### src/rtl/pwk_pkg.sv
package pwk_pkg;

	localparam int WHEELS = 6;
	localparam int POS_W  = 5;
	localparam int CAM_W  = 25;
	localparam int IDX_W  = 3;
	localparam int DIG_W  = 5;

	localparam int WHEEL_SIZE [WHEELS] = '{25, 25, 23, 23, 24, 24};

	localparam logic [CAM_W-1:0] CAM_MASK [WHEELS] = '{
		25'h1ff_ffff, 25'h1ff_ffff, 25'h07f_ffff,
		25'h07f_ffff, 25'h0ff_ffff, 25'h0ff_ffff
	};

	localparam logic [IDX_W-1:0] REG_CAMS_ONE   = 3'd0;
	localparam logic [IDX_W-1:0] REG_CAMS_TWO   = 3'd1;
	localparam logic [IDX_W-1:0] REG_CAMS_THREE = 3'd2;
	localparam logic [IDX_W-1:0] REG_CAMS_FOUR  = 3'd3;
	localparam logic [IDX_W-1:0] REG_CAMS_FIVE  = 3'd4;
	localparam logic [IDX_W-1:0] REG_CAMS_SIX   = 3'd5;

	localparam logic MODE_LOAD  = 1'b0;
	localparam logic MODE_CHECK = 1'b1;

	// what a wheel hands to its right-hand neighbor
	typedef struct packed {
		logic cam5_pre;   // cam at -5, position before the optional first step
		logic cam5_mid;   // cam at -5, position after the optional first step
		logic cam8_mid;   // cam at +8, position after the optional first step
	} cell_link_t;

	typedef struct packed {
		logic               load;
		logic               check;
		logic               pre_step;
		logic [POS_W-1:0]   load_pos;
	} cell_ctrl_t;

endpackage

### src/rtl/pwk_wheel_cell.sv
module pwk_wheel_cell #(
	parameter int SIZE = 25
) (
	input  logic                   clk,
	input  logic                   arst_n,
	input  logic [SIZE-1:0]        cams,
	input  pwk_pkg::cell_ctrl_t    ctrl,
	input  pwk_pkg::cell_link_t    left,
	output pwk_pkg::cell_link_t    link
);
	import pwk_pkg::*;

	localparam logic [POS_W:0] SIZE_X = (POS_W+1)'(SIZE);
	localparam logic [POS_W:0] OFF_P5 = (POS_W+1)'(SIZE - 5);
	localparam logic [POS_W:0] OFF_M8 = (POS_W+1)'(8 % SIZE);

	logic [POS_W-1:0] pos_q;
	logic [POS_W-1:0] pos_mid;
	logic [POS_W-1:0] pos_end;
	logic [POS_W-1:0] idx_p5_pre;
	logic [POS_W-1:0] idx_p5_mid;
	logic [POS_W-1:0] idx_m8_mid;

	function automatic logic [POS_W-1:0] wrap(input logic [POS_W:0] v);
		logic [POS_W:0] r;
		r = (v >= SIZE_X) ? v - SIZE_X : v;
		return r[POS_W-1:0];
	endfunction

	function automatic logic [POS_W-1:0] advance(input logic [POS_W-1:0] p, input logic extra);
		return wrap({1'b0, p} + (POS_W+1)'(1) + (POS_W+1)'(extra));
	endfunction

	always_comb begin
		idx_p5_pre = wrap({1'b0, pos_q} + OFF_P5);
		pos_mid    = ctrl.pre_step ? advance(pos_q, left.cam5_pre) : pos_q;
		idx_p5_mid = wrap({1'b0, pos_mid} + OFF_P5);
		idx_m8_mid = wrap({1'b0, pos_mid} + OFF_M8);
		pos_end    = advance(pos_mid, left.cam5_mid);
		link.cam5_pre = cams[idx_p5_pre];
		link.cam5_mid = cams[idx_p5_mid];
		link.cam8_mid = cams[idx_m8_mid];
	end

	always_ff @(posedge clk or negedge arst_n) begin
		if (!arst_n) begin
			pos_q <= '0;
		end else if (ctrl.load) begin
			pos_q <= ctrl.load_pos;
		end else if (ctrl.check) begin
			pos_q <= pos_end;
		end
	end

endmodule
### config.mk
export PLATFORM = sky130hd
export DESIGN_NAME = pwk_wheel_cell
export DESIGN_NICKNAME = d
export VERILOG_FILES = /design/src/rtl/pwk_pkg.sv /design/src/rtl/pwk_wheel_cell.sv
export SDC_FILE = /design/constraint.sdc
export NUM_CORES = 1
export LEC_CHECK = 0
export BUFFER_PORTS_ARGS = -buffer_cell sky130_fd_sc_hd__buf_2
export CAP_MARGIN = 5
export CORE_MARGIN = 2
export CORE_UTILIZATION = 60
export DETAILED_ROUTE_END_ITERATION = 8
export PLACE_DENSITY = 0.86
export SLEW_MARGIN = 15
export SYNTH_ARGS = -nofsm -noshare
export SYNTH_HDL_FRONTEND = slang
export SYNTH_SLANG_ARGS = --single-unit
### constraint.sdc
create_clock -name clk -period 23.9 [get_ports clk]
set_clock_uncertainty 0.2 [all_clocks]
set_input_delay 4.78 -clock clk [delete_from_list [all_inputs] [get_ports clk]]
set_output_delay 4.78 -clock clk [all_outputs]
set_load 0.05 [all_outputs]
==> results.md, run 1 <==
- The number of slew-limit violations in the final report is 0.
- In the final routed layout, each cell accounts on average for 15.6 um.
- The tree is rooted in a clkbuf_4.
- The wire length of the first global-routing pass is 8760 um.
- Global routing used 26.3% of the available tracks.
- The sequential share of the synthesized area is 5.86%.
- Counting tap cells, the placed design contains a total of 326 instances.
- The global placer's final weighted congestion is 0.900.
- The top fanout value on the critical path is 9.
- The maximum number of pins on one net before global-route repair is 14.
- The initial antenna violation count is 0.
- The maximum count of clock buffers along a single path is 2.
- The total count of hold-check failures in the final report was 0.
- The clock transition time at the flip-flop clock pins of the worst setup and hold paths is ~0.040 ns.
- The final-layout setup total negative slack is 0 ns.
- The portion of the clock cycle consumed by the worst path in the final layout is between 60% and 70%.
- The proportion of layout cells with a drive suffix above 1 is 25.0%.
- The largest registers in the layout are pos_q: 5 flops.
- For this design the top-level I/O count stands at a little over 40.
- Global routing consumed, on the met1 layer, 37.3% of the routing resources.
- The dominant cell type by area after synthesis is ha_1.
- The async set or reset register ratio after synthesis is 100%.
- The number of max-cap violations is 0.
- For the worst-skew pair, the clock arrives at the later sink with an insertion delay of 0.23 ns.
- For this run, the leading register cell type out of synthesis is dfrtp_1.
- The worst path required time is 18.92 ns.
- The area of the die is 4050 sq um.
- The total setup violations reported at the end of the flow is 0.
- The height of the die is 63.6 um.
- Ranked by flip-flop count, first place goes to pos_q.
- Once detail routing completed, the nets flagged for antenna violations numbered 0.
- The count of different cell masters after synthesis is 64.
- Post-CTS repair changed the size of 0 cells.
- The mean instance size in the synthesized netlist is 8.50 sq um.
- Headroom to the max-slew limit came out at 48.3%.
- The routing layer with the top usage in global route is met2.
- For this run, the number of standard cells in the final layout without fillers is 330.
- The layout-stage area growth over the synthesis result is 8.79%.
- The setup slack after layout is between 8 and 9 ns.
- The final layout contains 344 nets.
- Timing would allow up to 65.0 MHz.
- The slowest stage cell on the critical path is mux4_1.
- For the pin with the worst max-slew slack, the measured transition is 0.772 ns.
- Once detailed placement completed, the half-perimeter wirelength came to 4170 um.
- In this run the post-CTS setup repair buffer count came out at 0.
- The detailed router finished its first iteration with 180 violations.
- The critical path startpoint category is an input pin.
- The core region is 3390 sq um.
- The number of storage elements in the synthesis netlist is 5.
- The TritonCTS buffer count is 3.
- The total power density per cell area is roughly 140 nW/um^2.
- STA classifies the critical path endpoint as a primary output.
- The count of input and output buffers is 39.
- The worst voltage drop across the vdd grid is 0.0000553 V.
- The register with the most flip-flops in the layout has 5 of them.
- Counting I/O delays and the setup requirement, the final critical path takes 15.38 ns.
- Setup repair after global routing left no endpoint under its margin.
- The Yosys step of the flow raised 0 warnings.
- Counting every net in the synthesized netlist gives 310.
- Global routing used less than 1% of the available met3 tracks.
- The starting utilization of the core area is 63.0%.
- After floorplanning, the core was divided into 21 placement rows.
- The synthesized design contains 0 enable-type register cells.
- The routed wire length is 5160 um.
- In the routed design, unresolved DRC markers number 0.
- The cell count after synthesis is 251.
- The total congestion overflow is 0.
- The width of the chip is 63.6 um.
- The count of hold buffers inserted by post-cts repair is 0.
- Global routing used 44.2% of the available met2 tracks.
- The signal on the critical path passes through buf_2, inv_1, ha_1, inv_1, ha_1, inv_1, ha_1, or4b_1, and4_1, nand2_1, o21ai_0, a21oi_1, inv_1, ha_1, a21oi_1, nor2_1, or2_1, a31oi_1, xnor2_2, mux4_1, nand2_1, nand3_1, o2bb2ai_1, buf_2.
- The number of vias per cell after detailed routing is ~6.4.
- The fraction of synthesized cell area taken by the top area cell type is 12.3%.
- The layout has 271 filler cells.
- Data arrives at the worst endpoint at 10.40 ns.
- TritonCTS built the clock tree.
- In the post-synthesis netlist, the biggest area contributors are ha_1, mux4_2, mux2i_1.
- The number of iterations in the first detailed-routing pass is 4.
- The detailed router placed 2113 vias in this run.
- Summing every instance area after synthesis gives 2130 sq um.
- The number of sinks handled by clock tree synthesis is 5.
- Prior to clock tree synthesis, the placed netlist has a worst setup slack of approximately 8.6 ns.
- The number of global-route vias before repair came to 1948.
- The flow ran to the end, and the final reports show no timing, DRC or antenna violations.
- The critical path in this run is classified as input pin to primary output.
- The leakage power figure is 1.03 nW.
- The worst hold path belongs to the class flip-flop to flip-flop.
- In this run the number of H-tree levels came out at 1.
- The worst stage delay on the critical path is 0.65 ns.
- The number of antenna diodes in the final layout is 0.
## power by group
group / internal [W] / switching (W) / total, W
Clock: 0.00000627 / 0.00000288 / 0.00000916
Combinational: 0.000121 / 0.000169 / 0.000291
Sequential: 0.0000103 / 0.00000486 / 0.0000152
Total: 0.000138 / 0.000177 / 0.000315
## logic make-up (layout without fill, tap and decap cells)
group	count (synthesis)	in the layout	share of synthesized area, %
mux	35	35	24.8
simple gates	72	72	18.5
fa+ha+maj	21	21	12.3
buf+inv	31	64	8.21
xor+xnor	20	20	8.91
compound gates	67	67	21.4
flops	5	5	5.86
## path summary, 6_finish.rpt
check,start,to,slack (ns),depth (start not counted)
setup / recovery,left[2],link[1],8.52,24
hold / removal,pos_q[0],pos_q[0],0.67,4
setup reg to reg,pos_q[0],pos_q[4],18.59,23
hold reg to reg,pos_q[0],pos_q[0],0.67,4
max in group asynchronous,arst_n,pos_q[4],19.22,1
min in group asynchronous,arst_n,pos_q[3],4.15,1
## worst max-delay path, delay by kind of cell
family | cells | cell delay (ns)
buf+inv | 6 | 0.80
compound gates | 5 | 1.43
mux | 1 | 0.65
fa+ha+maj | 4 | 1.11
xor+xnor | 1 | 0.33
simple gates | 7 | 1.28
## routing by layer
layer	vias up	share of wire (%)	routed length, um
met5	-	0	0
met3	10	6.4	330
met1	990	45	2320
li1	1026	-	-
met4	0	1.6	80
met2	87	47	2430
## final cells by class
cell class / instances / area (sq um) / area share, %
Sequential cell: 5 / 125 / 5.39
Multi-Input combinational cell: 215 / 1830 / 79.0
Inverter: 21 / 83.8 / 3.61
Tap cell: 46 / 57.6 / 2.48
Clock buffer: 4 / 26.3 / 1.13
Timing Repair Buffer: 39 / 195 / 8.41
## cells in the final DEF (no fill, tap or decap), drive strengths merged, types with 2 or more instances in the layout
cell type / instances
inv: 21
nand2: 17
clkbuf: 4
mux2i: 18
buf: 39
nor3: 9
xor2: 4
and4: 2
o21bai: 2
mux2: 4
a21oi: 20
nor2: 11
nand3: 10
nand3b: 2
or2: 2
o31ai: 3
nand2b: 3
ha: 21
a31o: 2
xnor2: 16
o21ai: 11
o21a: 2
a41oi: 3
nand4: 6
mux4: 13
a21o: 3
a31oi: 8
nor2b: 2
dfrtp: 5
## per-stage QoR
stage          total power (W)  area (sq um)  utilization, %  hold slack [ns]
4_1_cts               0.000313          2320            68.5            0.666
3_5_place_dp          0.000302          2300            67.7            0.657
6_report              0.000315          2320            68.5            0.668
3_3_place_gp          0.000296          2300            67.7            0.643
2_1_floorplan         0.000257          2130               -            0.552
5_1_grt               0.000344          2320            68.5            0.759
## cell usage after synthesis, types with 2 or more instances
cell / count
nor3_1: 8
o21a_1: 2
mux4_2: 10
nand3_1: 10
xor2_1: 4
mux4_1: 3
clkbuf_1: 3
a21o_1: 2
ha_1: 21
xnor2_2: 2
nor2b_1: 2
nand3b_1: 2
inv_1: 20
clkbuf_8: 2
buf_6: 4
a31oi_1: 8
dfrtp_1: 5
nand2b_1: 3
a21oi_1: 19
mux2_2: 4
o31ai_1: 2
nand2_1: 16
a31o_2: 2
xnor2_1: 14
nand4_1: 6
o21ai_0: 10
nor2_1: 11
a41oi_1: 3
mux2i_1: 18
(Power assumes the default switching activity.)
==> run 2: changes to the inputs <==
--- a/config.mk
+++ b/config.mk
@@ -8,9 +8,9 @@
 export BUFFER_PORTS_ARGS = -buffer_cell sky130_fd_sc_hd__buf_2
 export CAP_MARGIN = 5
 export CORE_MARGIN = 2
-export CORE_UTILIZATION = 60
+export CORE_UTILIZATION = 52
 export DETAILED_ROUTE_END_ITERATION = 8
-export PLACE_DENSITY = 0.86
+export PLACE_DENSITY = 0.79
 export SLEW_MARGIN = 15
 export SYNTH_ARGS = -nofsm -noshare
 export SYNTH_HDL_FRONTEND = slang
==> constraint.sdc (replaced) <==
create_clock -name clk -period 12.5 [get_ports clk]
set_clock_uncertainty 0.2 [all_clocks]
set_input_delay 2.5 -clock clk [delete_from_list [all_inputs] [get_ports clk]]
set_output_delay 2.5 -clock clk [all_outputs]
set_load 0.05 [all_outputs]
==> run 2 against run 1 <==
  * Design area up 1.0%
  * Count of clock-buffer cells in the layout unchanged
  * Largest cell class unchanged
  * Critical path depth is the same
  * Clock power rose to 3.1 times the previous value
  * Sequential share of layout area shrank 0.055 points
  * Register-to-register slack worse by 12 ns
==> results.md, run 2 (synthesized netlist as in run 1, its figures left out) <==
- Status: complete, no violations (unchanged).
- The remaining routing DRC violations is 0 (unchanged).
- The area of the die is 4630 sq um (was 4050 sq um).
- The TritonCTS clock tree is built (unchanged).
- List of cells traversed by the critical path: buf_2, inv_1, ha_1, inv_1, ha_1, inv_1, ha_1, or4b_1, and4_1, nand2_1, o21ai_0, a21oi_1, inv_1, ha_1, a21oi_1, nor2_1, or2_1, a31oi_1, nand2_1, o21ai_0, mux2_2, a221oi_1, o2bb2ai_1, buf_2 (was buf_2, inv_1, ha_1, inv_1, ha_1, inv_1, ha_1, or4b_1, and4_1, nand2_1, o21ai_0, a21oi_1, inv_1, ha_1, a21oi_1, nor2_1, or2_1, a31oi_1, xnor2_2, mux4_1, nand2_1, nand3_1, o2bb2ai_1, buf_2).
- The total count of hold-check failures in the final report is 0 (unchanged).
- The total vias in the final route was 2046 (was 2113).
- The number of slew-limit violations in the final report is 0 (unchanged).
- The worst setup path startpoint is left[2] (unchanged).
- The proportion of layout cells with a drive suffix above 1 is 25.0% (unchanged).
- The post-CTS repair timing setup buffer count was 0 (unchanged).
- The aggregate global-route resource usage is 23.0% (was 26.3%).
- The sequential group share of total power came to 4.8% (about the same).
- The slowest stage cell on the critical path is a21oi_1 (was mux4_1).
- The maximum count of clock buffers along a single path came to 2 (unchanged).
- The worst path required time is 9.80 ns (was 18.92 ns).
- Biggest regs: pos_q: 5 flops (unchanged).
- The critical path startpoint category is an input pin (unchanged).
- The clock transition time at the flip-flop clock pins of the worst setup and hold paths came to 0.03 ns (was 0.04 ns).
- The top fanout value on the critical path is 8 (was 9).
- The number of global-route vias before repair was 1885 (was 1948).
- The later-pin clock latency in the skew report is 0.21 ns (was 0.23 ns).
- The width of the chip came to 68.1 um (was 63.6 um).
- The worst-case reg-to-reg path depth is 23 (unchanged).
- The total power density per cell area was 261 nW/um^2 (was 136 nW/um^2).
- The kind of cell with the highest combined delay on the critical path was compound AO/OA/AOI/OAI gates (unchanged).
- The number of max-cap violations is 0 (unchanged).
- The top-level I/O count is 41 (unchanged).
- The overall power after layout came to 0.000612 W (was 0.000315 W).
- The post-detailed-placement half-perimeter wirelength is 4080 um (was 4170 um).
- The register-to-register setup slack is 7.04 ns (was 18.59 ns).
- The share of total power consumed by net switching was 55.3% (was 56.2%).
- The slew of the pin with the lowest slew margin was 0.809 ns (was 0.772 ns).
- The starting utilization of the core area is 53.7% (was 63.0%).
- The count of antenna diodes in the layout is 0 (unchanged).
- Highest-count cells in the layout ignoring fill and taps: buf_2, ha_1, inv_1 (unchanged).
- The final critical delay including setup and external delays is 10.82 ns.
- The kind of capture point of the worst setup path was a primary output (unchanged).
- The buffer type at the clock tree root was clkbuf_8 (was clkbuf_4).
- The most frequent standard cell in the layout excluding fill and tap cells is buf_2 (unchanged).
- The count of hold buffers inserted by post-cts repair came to 0 (unchanged).
- The TritonCTS buffer count came to 3 (unchanged).
- The number of iterations in the first detailed-routing pass is 4 (unchanged).
- The total congestion overflow is 0 (unchanged).
- The leakage power figure is 1.04 nW (was 1.03 nW).
- The type of the most critical hold path was flip-flop to flip-flop (unchanged).
- The number of vias per cell after detailed routing is 6.13 (was 6.40).
- The worst stage delay on the critical path came to 0.60 ns (was 0.65 ns).
- The net switching power of the design came to 0.000338 W (was 0.000177 W).
- The final-layout setup total negative slack is 0 ns (unchanged).
- The reg-to-reg critical path endpoint is pos_q[4] (unchanged).
- The number of logic stages on the critical path including buffering is 24 (unchanged).
- The worst setup path endpoint is link[1] (unchanged).
- The number of sinks handled by clock tree synthesis is 5 (unchanged).
- The count of cells resized by post-cts repair was 0 (unchanged).
- The global placer's final weighted congestion is 0.956 (was 0.900).
- The routed wire length was 5070 um (was 5160 um).
- The initial antenna violation count is 0 (unchanged).
- The clock share of power is 4.7% (was 2.9%).
- The number of nets still failing antenna checks after routing is 0 (unchanged).
- The critical path data arrival time is 8.12 ns (was 10.40 ns).
- The height of the die came to 68.1 um (was 63.6 um).
- The total setup violations reported at the end of the flow was 0 (unchanged).
- The flip-flop count of the largest register, all copies and words added is 5 (unchanged).
- The standard-cell row count is 23 (was 21).
- The layout-stage area growth over the synthesis result is 9.91% (was 8.79%).
- The source of the worst register-to-register timing path is pos_q[0] (unchanged).
- The relative slew slack is 46.0% (was 48.3%).
- The worst voltage drop across the vdd grid is 0.000120 V (was 0.0000553 V).
- The count of buffering cells on the critical path with inverters included came to 6 (unchanged).
- Unrepaired setup endpoints after global routing: false (unchanged).
- The initial detailed-routing violation count is 119 (was 180).
- The maximum number of pins on one net before global-route repair was 14 (unchanged).
- The share of power burned in combinational logic was 90.5% (was 92.3%).
- The count of input and output buffers is 39 (unchanged).
- The minimum hold slack is 0.712 ns (was 0.668 ns).
- The portion of the clock cycle consumed by the worst path in the final layout is 86.6%.
- The net total in the final layout was 344 (unchanged).
- The level count of the clock H-tree is 1 (unchanged).
- The average detailed-routed wire length per instance is 15.2 um (was 15.6 um).
- The wire length of the first global-routing pass was 8370 um (was 8760 um).
- The type of the worst setup path is input pin to primary output (unchanged).
- The register containing the most flip-flops in the final layout is pos_q (unchanged).
- The standard cell core area is 3970 sq um (was 3390 sq um).
- Static timing analysis puts the maximum clock frequency at 92.4 MHz.
- The internal cell power came to 0.000273 W (was 0.000138 W).
[run 2: layout make-up]
class / instances / area [sq um]
fill: 363 / 1630
clock buffer: 4 / 45.0
tap: 50 / 62.6
timing repair buffer: 39 / 195
multi-input combinational: 215 / 1830
sequential: 5 / 125
inverter: 21 / 83.8
[run 2: worst min-delay path by stage]
stage,depth (start not counted),slack (ns),start,end
after global placement,4,0.68,pos_q[0],pos_q[0]
after global routing,4,0.72,pos_q[0],pos_q[0]
after floorplan,4,0.55,pos_q[0],pos_q[0]
after CTS,4,0.68,pos_q[0],pos_q[0]
final,4,0.71,pos_q[0],pos_q[0]
after detailed placement,4,0.67,pos_q[0],pos_q[0]
[run 2: stage by stage]
stage,utilization [%],worst slack (ns),instance area [sq um],instances
2_1_floorplan,-,2.48,2130,251
3_3_place_gp,57.9,1.84,2300,330
3_5_place_dp,57.9,1.76,2300,330
4_1_cts,59.1,1.73,2350,334
5_1_grt,59.1,1.16,2350,334
6_report,59.1,1.68,2350,334
[run 2: power groups by stage]
stage / clock network [W] / registers, W / logic (W)
4_1_cts: 0.0000290 / 0.0000289 / 0.000552
3_5_place_dp: 0 / 0.0000291 / 0.000550
2_1_floorplan: 0 / 0.0000229 / 0.000468
3_3_place_gp: 0 / 0.0000291 / 0.000543
6_report: 0.0000285 / 0.0000294 / 0.000554
5_1_grt: 0.0000304 / 0.0000303 / 0.000606
[run 2: worst reg2reg max path, cell delays in order, from the launching register on]
cell and delay, ns:
dfrtp_1 0.40, inv_1 0.20, ha_1 0.22, inv_1 0.05, ha_1 0.28, inv_1 0.10, ha_1 0.34, or4b_1 0.48
nand4_1 0.15, o22ai_1 0.14, mux2i_1 0.17, nand2_1 0.16, inv_1 0.24, ha_1 0.24, inv_1 0.05, ha_1 0.20
nand2_1 0.08, xor2_1 0.30, nand2_1 0.09, or4_2 0.54, a21oi_1 0.13, o21ai_0 0.14, a311oi_1 0.35, a21o_1 0.13
[run 2: layer usage]
layer / global-route usage [%] / up-vias / wire length [um]
met4: 3.50 / 0 / 13
met3: 1.32 / 2 / 217
met1: 31.1 / 967 / 2350
met2: 41.0 / 53 / 2490
li1: - / 1024 / -
met5: 0 / - / 0
==> run 3: changes to the inputs <==
--- a/config.mk
+++ b/config.mk
@@ -10,7 +10,7 @@
 export CORE_MARGIN = 2
 export CORE_UTILIZATION = 52
 export DETAILED_ROUTE_END_ITERATION = 8
-export PLACE_DENSITY = 0.79
+export PLACE_DENSITY = 0.76
 export SLEW_MARGIN = 15
 export SYNTH_ARGS = -nofsm -noshare
 export SYNTH_HDL_FRONTEND = slang
==> constraint.sdc (replaced) <==
create_clock -name clk -period 8.9 [get_ports clk]
set_clock_uncertainty 0.2 [all_clocks]
set_input_delay 1.78 -clock clk [delete_from_list [all_inputs] [get_ports clk]]
set_output_delay 1.78 -clock clk [all_outputs]
set_load 0.05 [all_outputs]
==> run 3 against run 2 <==
  * Final cell count grew 2.4%
  * Sequential share of layout area fell by 0.24 points
  * Largest power group unchanged
  * Flip-flop and latch count stayed put
  * Largest cell class unchanged
  * Count of clock-buffer cells in the layout unchanged
  * First-iteration DRC count is 77% higher
  * Critical path depth up 2
  * Highest routed layer unchanged
  * Sequential power up 41%
  * Clock power rose by 45%
  * Combinational power grew 54%
  * Total power is 53% higher
  * Register-to-register slack worse by 3.3 ns
==> results.md, run 3 (synthesized netlist as in run 1, its figures left out) <==
- The count of hold buffers inserted by post-cts repair is 0 (unchanged).
- The post-detailed-placement half-perimeter wirelength is 4410 um (was 4080 um).
- The number of iterations in the first detailed-routing pass is 4 (unchanged).
- The portion of the clock cycle consumed by the worst path in the final layout is roughly 96%.
- The register containing the most flip-flops in the final layout is pos_q (unchanged).
- The count of input and output buffers is 39 (unchanged).
- The height of the die is 68.1 um (unchanged).
- The area of the die is 4630 sq um (unchanged).
- The most frequent standard cell in the layout excluding fill and tap cells is buf_2 (unchanged).
- The maximum count of clock buffers along a single path is 2 (unchanged).
- The total vias in the final route came to 2119 (was 2046).
- The reg-to-reg critical path endpoint is pos_q[4] (unchanged).
- The overall power after layout is 0.000936 W (was 0.000612 W).
- The worst stage delay on the critical path is 0.59 ns (was 0.60 ns).
- The number of nets still failing antenna checks after routing came to 0 (unchanged).
- The flip-flop count of the largest register, all copies and words added came to 5 (unchanged).
- The type of the most critical hold path is flip-flop to flip-flop (unchanged).
- The width of the chip is 68.1 um (unchanged).
- The routed wire length is 5520 um (was 5070 um).
- The number of slew-limit violations in the final report is 0 (unchanged).
- The total setup violations reported at the end of the flow is 0 (unchanged).
- The total congestion overflow is 0 (unchanged).
- The worst path required time is 6.92 ns (was 9.80 ns).
- The leakage power figure is 1.08 nW (was 1.04 nW).
- The initial antenna violation count is 0 (unchanged).
- The worst hold path endpoint is pos_q[4] (was pos_q[0]).
- The kind of capture point of the worst setup path is a primary output (unchanged).
- The number of vias per cell after detailed routing is 6.20 (was 6.13).
- The top-level I/O count is 41 (unchanged).
- The worst voltage drop across the vdd grid is 0.000169 V (was 0.000120 V).
- The layout-stage area growth over the synthesis result came to 15.0% (was 9.91%).
- For this run, the top clock speed supported by timing is between 100 and 150 MHz.
- The share of power burned in combinational logic is 91.2% (was 90.5%).
- The number of stages on the worst hold path came to 3 (was 4).
- The total power density per cell area was 381 nW/um^2 (was 261 nW/um^2).
- The number of max-cap violations is 0 (unchanged).
- Biggest regs: pos_q: 5 flops (unchanged).
- The later-pin clock latency in the skew report is 0.22 ns (was 0.21 ns).
- The net switching power of the design is 0.000504 W (was 0.000338 W).
- The number of sinks handled by clock tree synthesis is 5 (unchanged).
- Counting I/O delays and the setup requirement, the final critical path takes between 8 and 9 ns.
- The minimum hold slack is 0.674 ns (was 0.712 ns).
- The worst-case reg-to-reg path depth was 23 (unchanged).
- The kind of cell with the highest combined delay on the critical path is simple AND/OR/NAND/NOR gates (was compound AO/OA/AOI/OAI gates).
- The average detailed-routed wire length per instance is 16.1 um (was 15.2 um).
- The standard-cell row count is 23 (unchanged).
- The maximum number of pins on one net before global-route repair is 14 (unchanged).
- The number of global-route vias before repair is 1881 (was 1885).
- The setup slack after layout came to 0.378 ns (was 1.68 ns).
- The buffer type at the clock tree root is clkbuf_8 (unchanged).
- The register-to-register setup slack was 3.73 ns (was 7.04 ns).
- The starting utilization of the core area is 53.7% (unchanged).
- The sequential group share of total power was 4.4% (was 4.8%).
- The worst setup path startpoint is left[2] (unchanged).
- The net total in the final layout is 352 (was 344).
- The top fanout value on the critical path was 7 (was 8).
- The source of the worst register-to-register timing path was pos_q[0] (unchanged).
- The remaining routing DRC violations is 0 (unchanged).
- The wire length of the first global-routing pass is 8710 um (was 8370 um).
- The beginning of the worst hold path is pos_q[4] (was pos_q[0]).
- The relative slew slack is 43.4% (was 46.0%).
- The share of total power consumed by net switching came to 53.8% (was 55.3%).
- The slowest stage cell on the critical path is mux4_1 (was a21oi_1).
- The clock transition time at the flip-flop clock pins of the worst setup and hold paths was 0.03 ns (about the same).
- The total count of hold-check failures in the final report is 0 (unchanged).
- The standard cell core area came to 3970 sq um (unchanged).
- The count of buffering cells on the critical path with inverters included is 7 (was 6).
- The aggregate global-route resource usage is 24.2% (was 23.0%).
- The global placer's final weighted congestion is 0.904 (was 0.956).
- The critical path startpoint category is an input pin (unchanged).
- The critical path data arrival time was 6.54 ns (was 8.12 ns).
- The count of fill cells added during filler insertion came to 363 (unchanged).
- The minimum setup slack after placement came to -0.00427 ns (was 1.76 ns).
- Status: complete, no violations (unchanged).
- Highest-count cells in the layout ignoring fill and taps: buf_2, ha_1, inv_1, a21oi_1, mux2i_1 (was buf_2, ha_1, inv_1).
- The TritonCTS buffer count came to 3 (unchanged).
- The internal cell power came to 0.000432 W (was 0.000273 W).
- The clock share of power is 4.4% (was 4.7%).
- The level count of the clock H-tree is 1 (unchanged).
- The initial detailed-routing violation count is 211 (was 119).
- The proportion of layout cells with a drive suffix above 1 is 27.7% (was 25.0%).
- The TritonCTS clock tree is built (unchanged).
- The slew of the pin with the lowest slew margin was 0.848 ns (was 0.809 ns).
- The type of the worst setup path is input pin to primary output (unchanged).
- The count of antenna diodes in the layout is 0 (unchanged).
[run 3: worst max-delay path by stage]
stage               endpoint  slack (ns)  cells after the start
floorplan            link[1]        0.32                     24
global placement     link[0]        0.14                     23
detailed placement   link[0]      -0.004                     24
CTS                  link[0]       0.002                     24
global route         link[1]    -0.00004                     26
finish               link[1]        0.38                     26
[run 3: per-layer routing]
layer	up-vias	global-route usage [%]	share of wire, %
li1	1046	-	-
met1	1004	33.5	45
met5	-	0	0
met2	67	41.1	49
met4	0	4.75	0.14
met3	2	1.81	5.7
[run 3: final cells by class]
cell class | count | area (sq um) | share of cell area [%]
sequential | 5 | 125 | 5.10
timing repair buffer | 47 | 270 | 11.0
inverter | 21 | 86.3 | 3.52
tap | 50 | 62.6 | 2.55
multi-input combinational | 215 | 1870 | 76.0
clock buffer | 4 | 45.0 | 1.83
[run 3: power groups by stage]
stage / registers, W / clock network, W / logic [W]
finish: 0.0000414 / 0.0000412 / 0.000853
global route: 0.0000427 / 0.0000437 / 0.000914
CTS: 0.0000408 / 0.0000414 / 0.000803
detailed placement: 0.0000411 / 0 / 0.000801
global placement: 0.0000409 / 0 / 0.000783
floorplan: 0.0000321 / 0 / 0.000658
[run 3: what timing repair did]
| item | 4_1_cts | 5_1_grt |
|---|---|---|
| setup buffers | 0 | 2 |
| endpoints found under the setup margin | 0 | 2 |
| resized for setup | 0 | 9 |
[run 3: per-stage QoR]
stage                     utilization, %  setup TNS, ns  std cells  area [sq um]
after detailed placement            59.1       -0.00427        336          2350
after CTS                           60.2              0        340          2390
final                               61.8              0        342          2450
after global placement              59.1              0        336          2350
after floorplan                        -              0        251          2130
after global routing                61.8     -0.0000382        342          2450
[run 3: tightest hold or removal path, cell delays in order (launching register included)]
cell      delay (ns)
dfrtp_1         0.49
nor2_1          0.15
a311oi_1        0.05
a21o_1          0.14
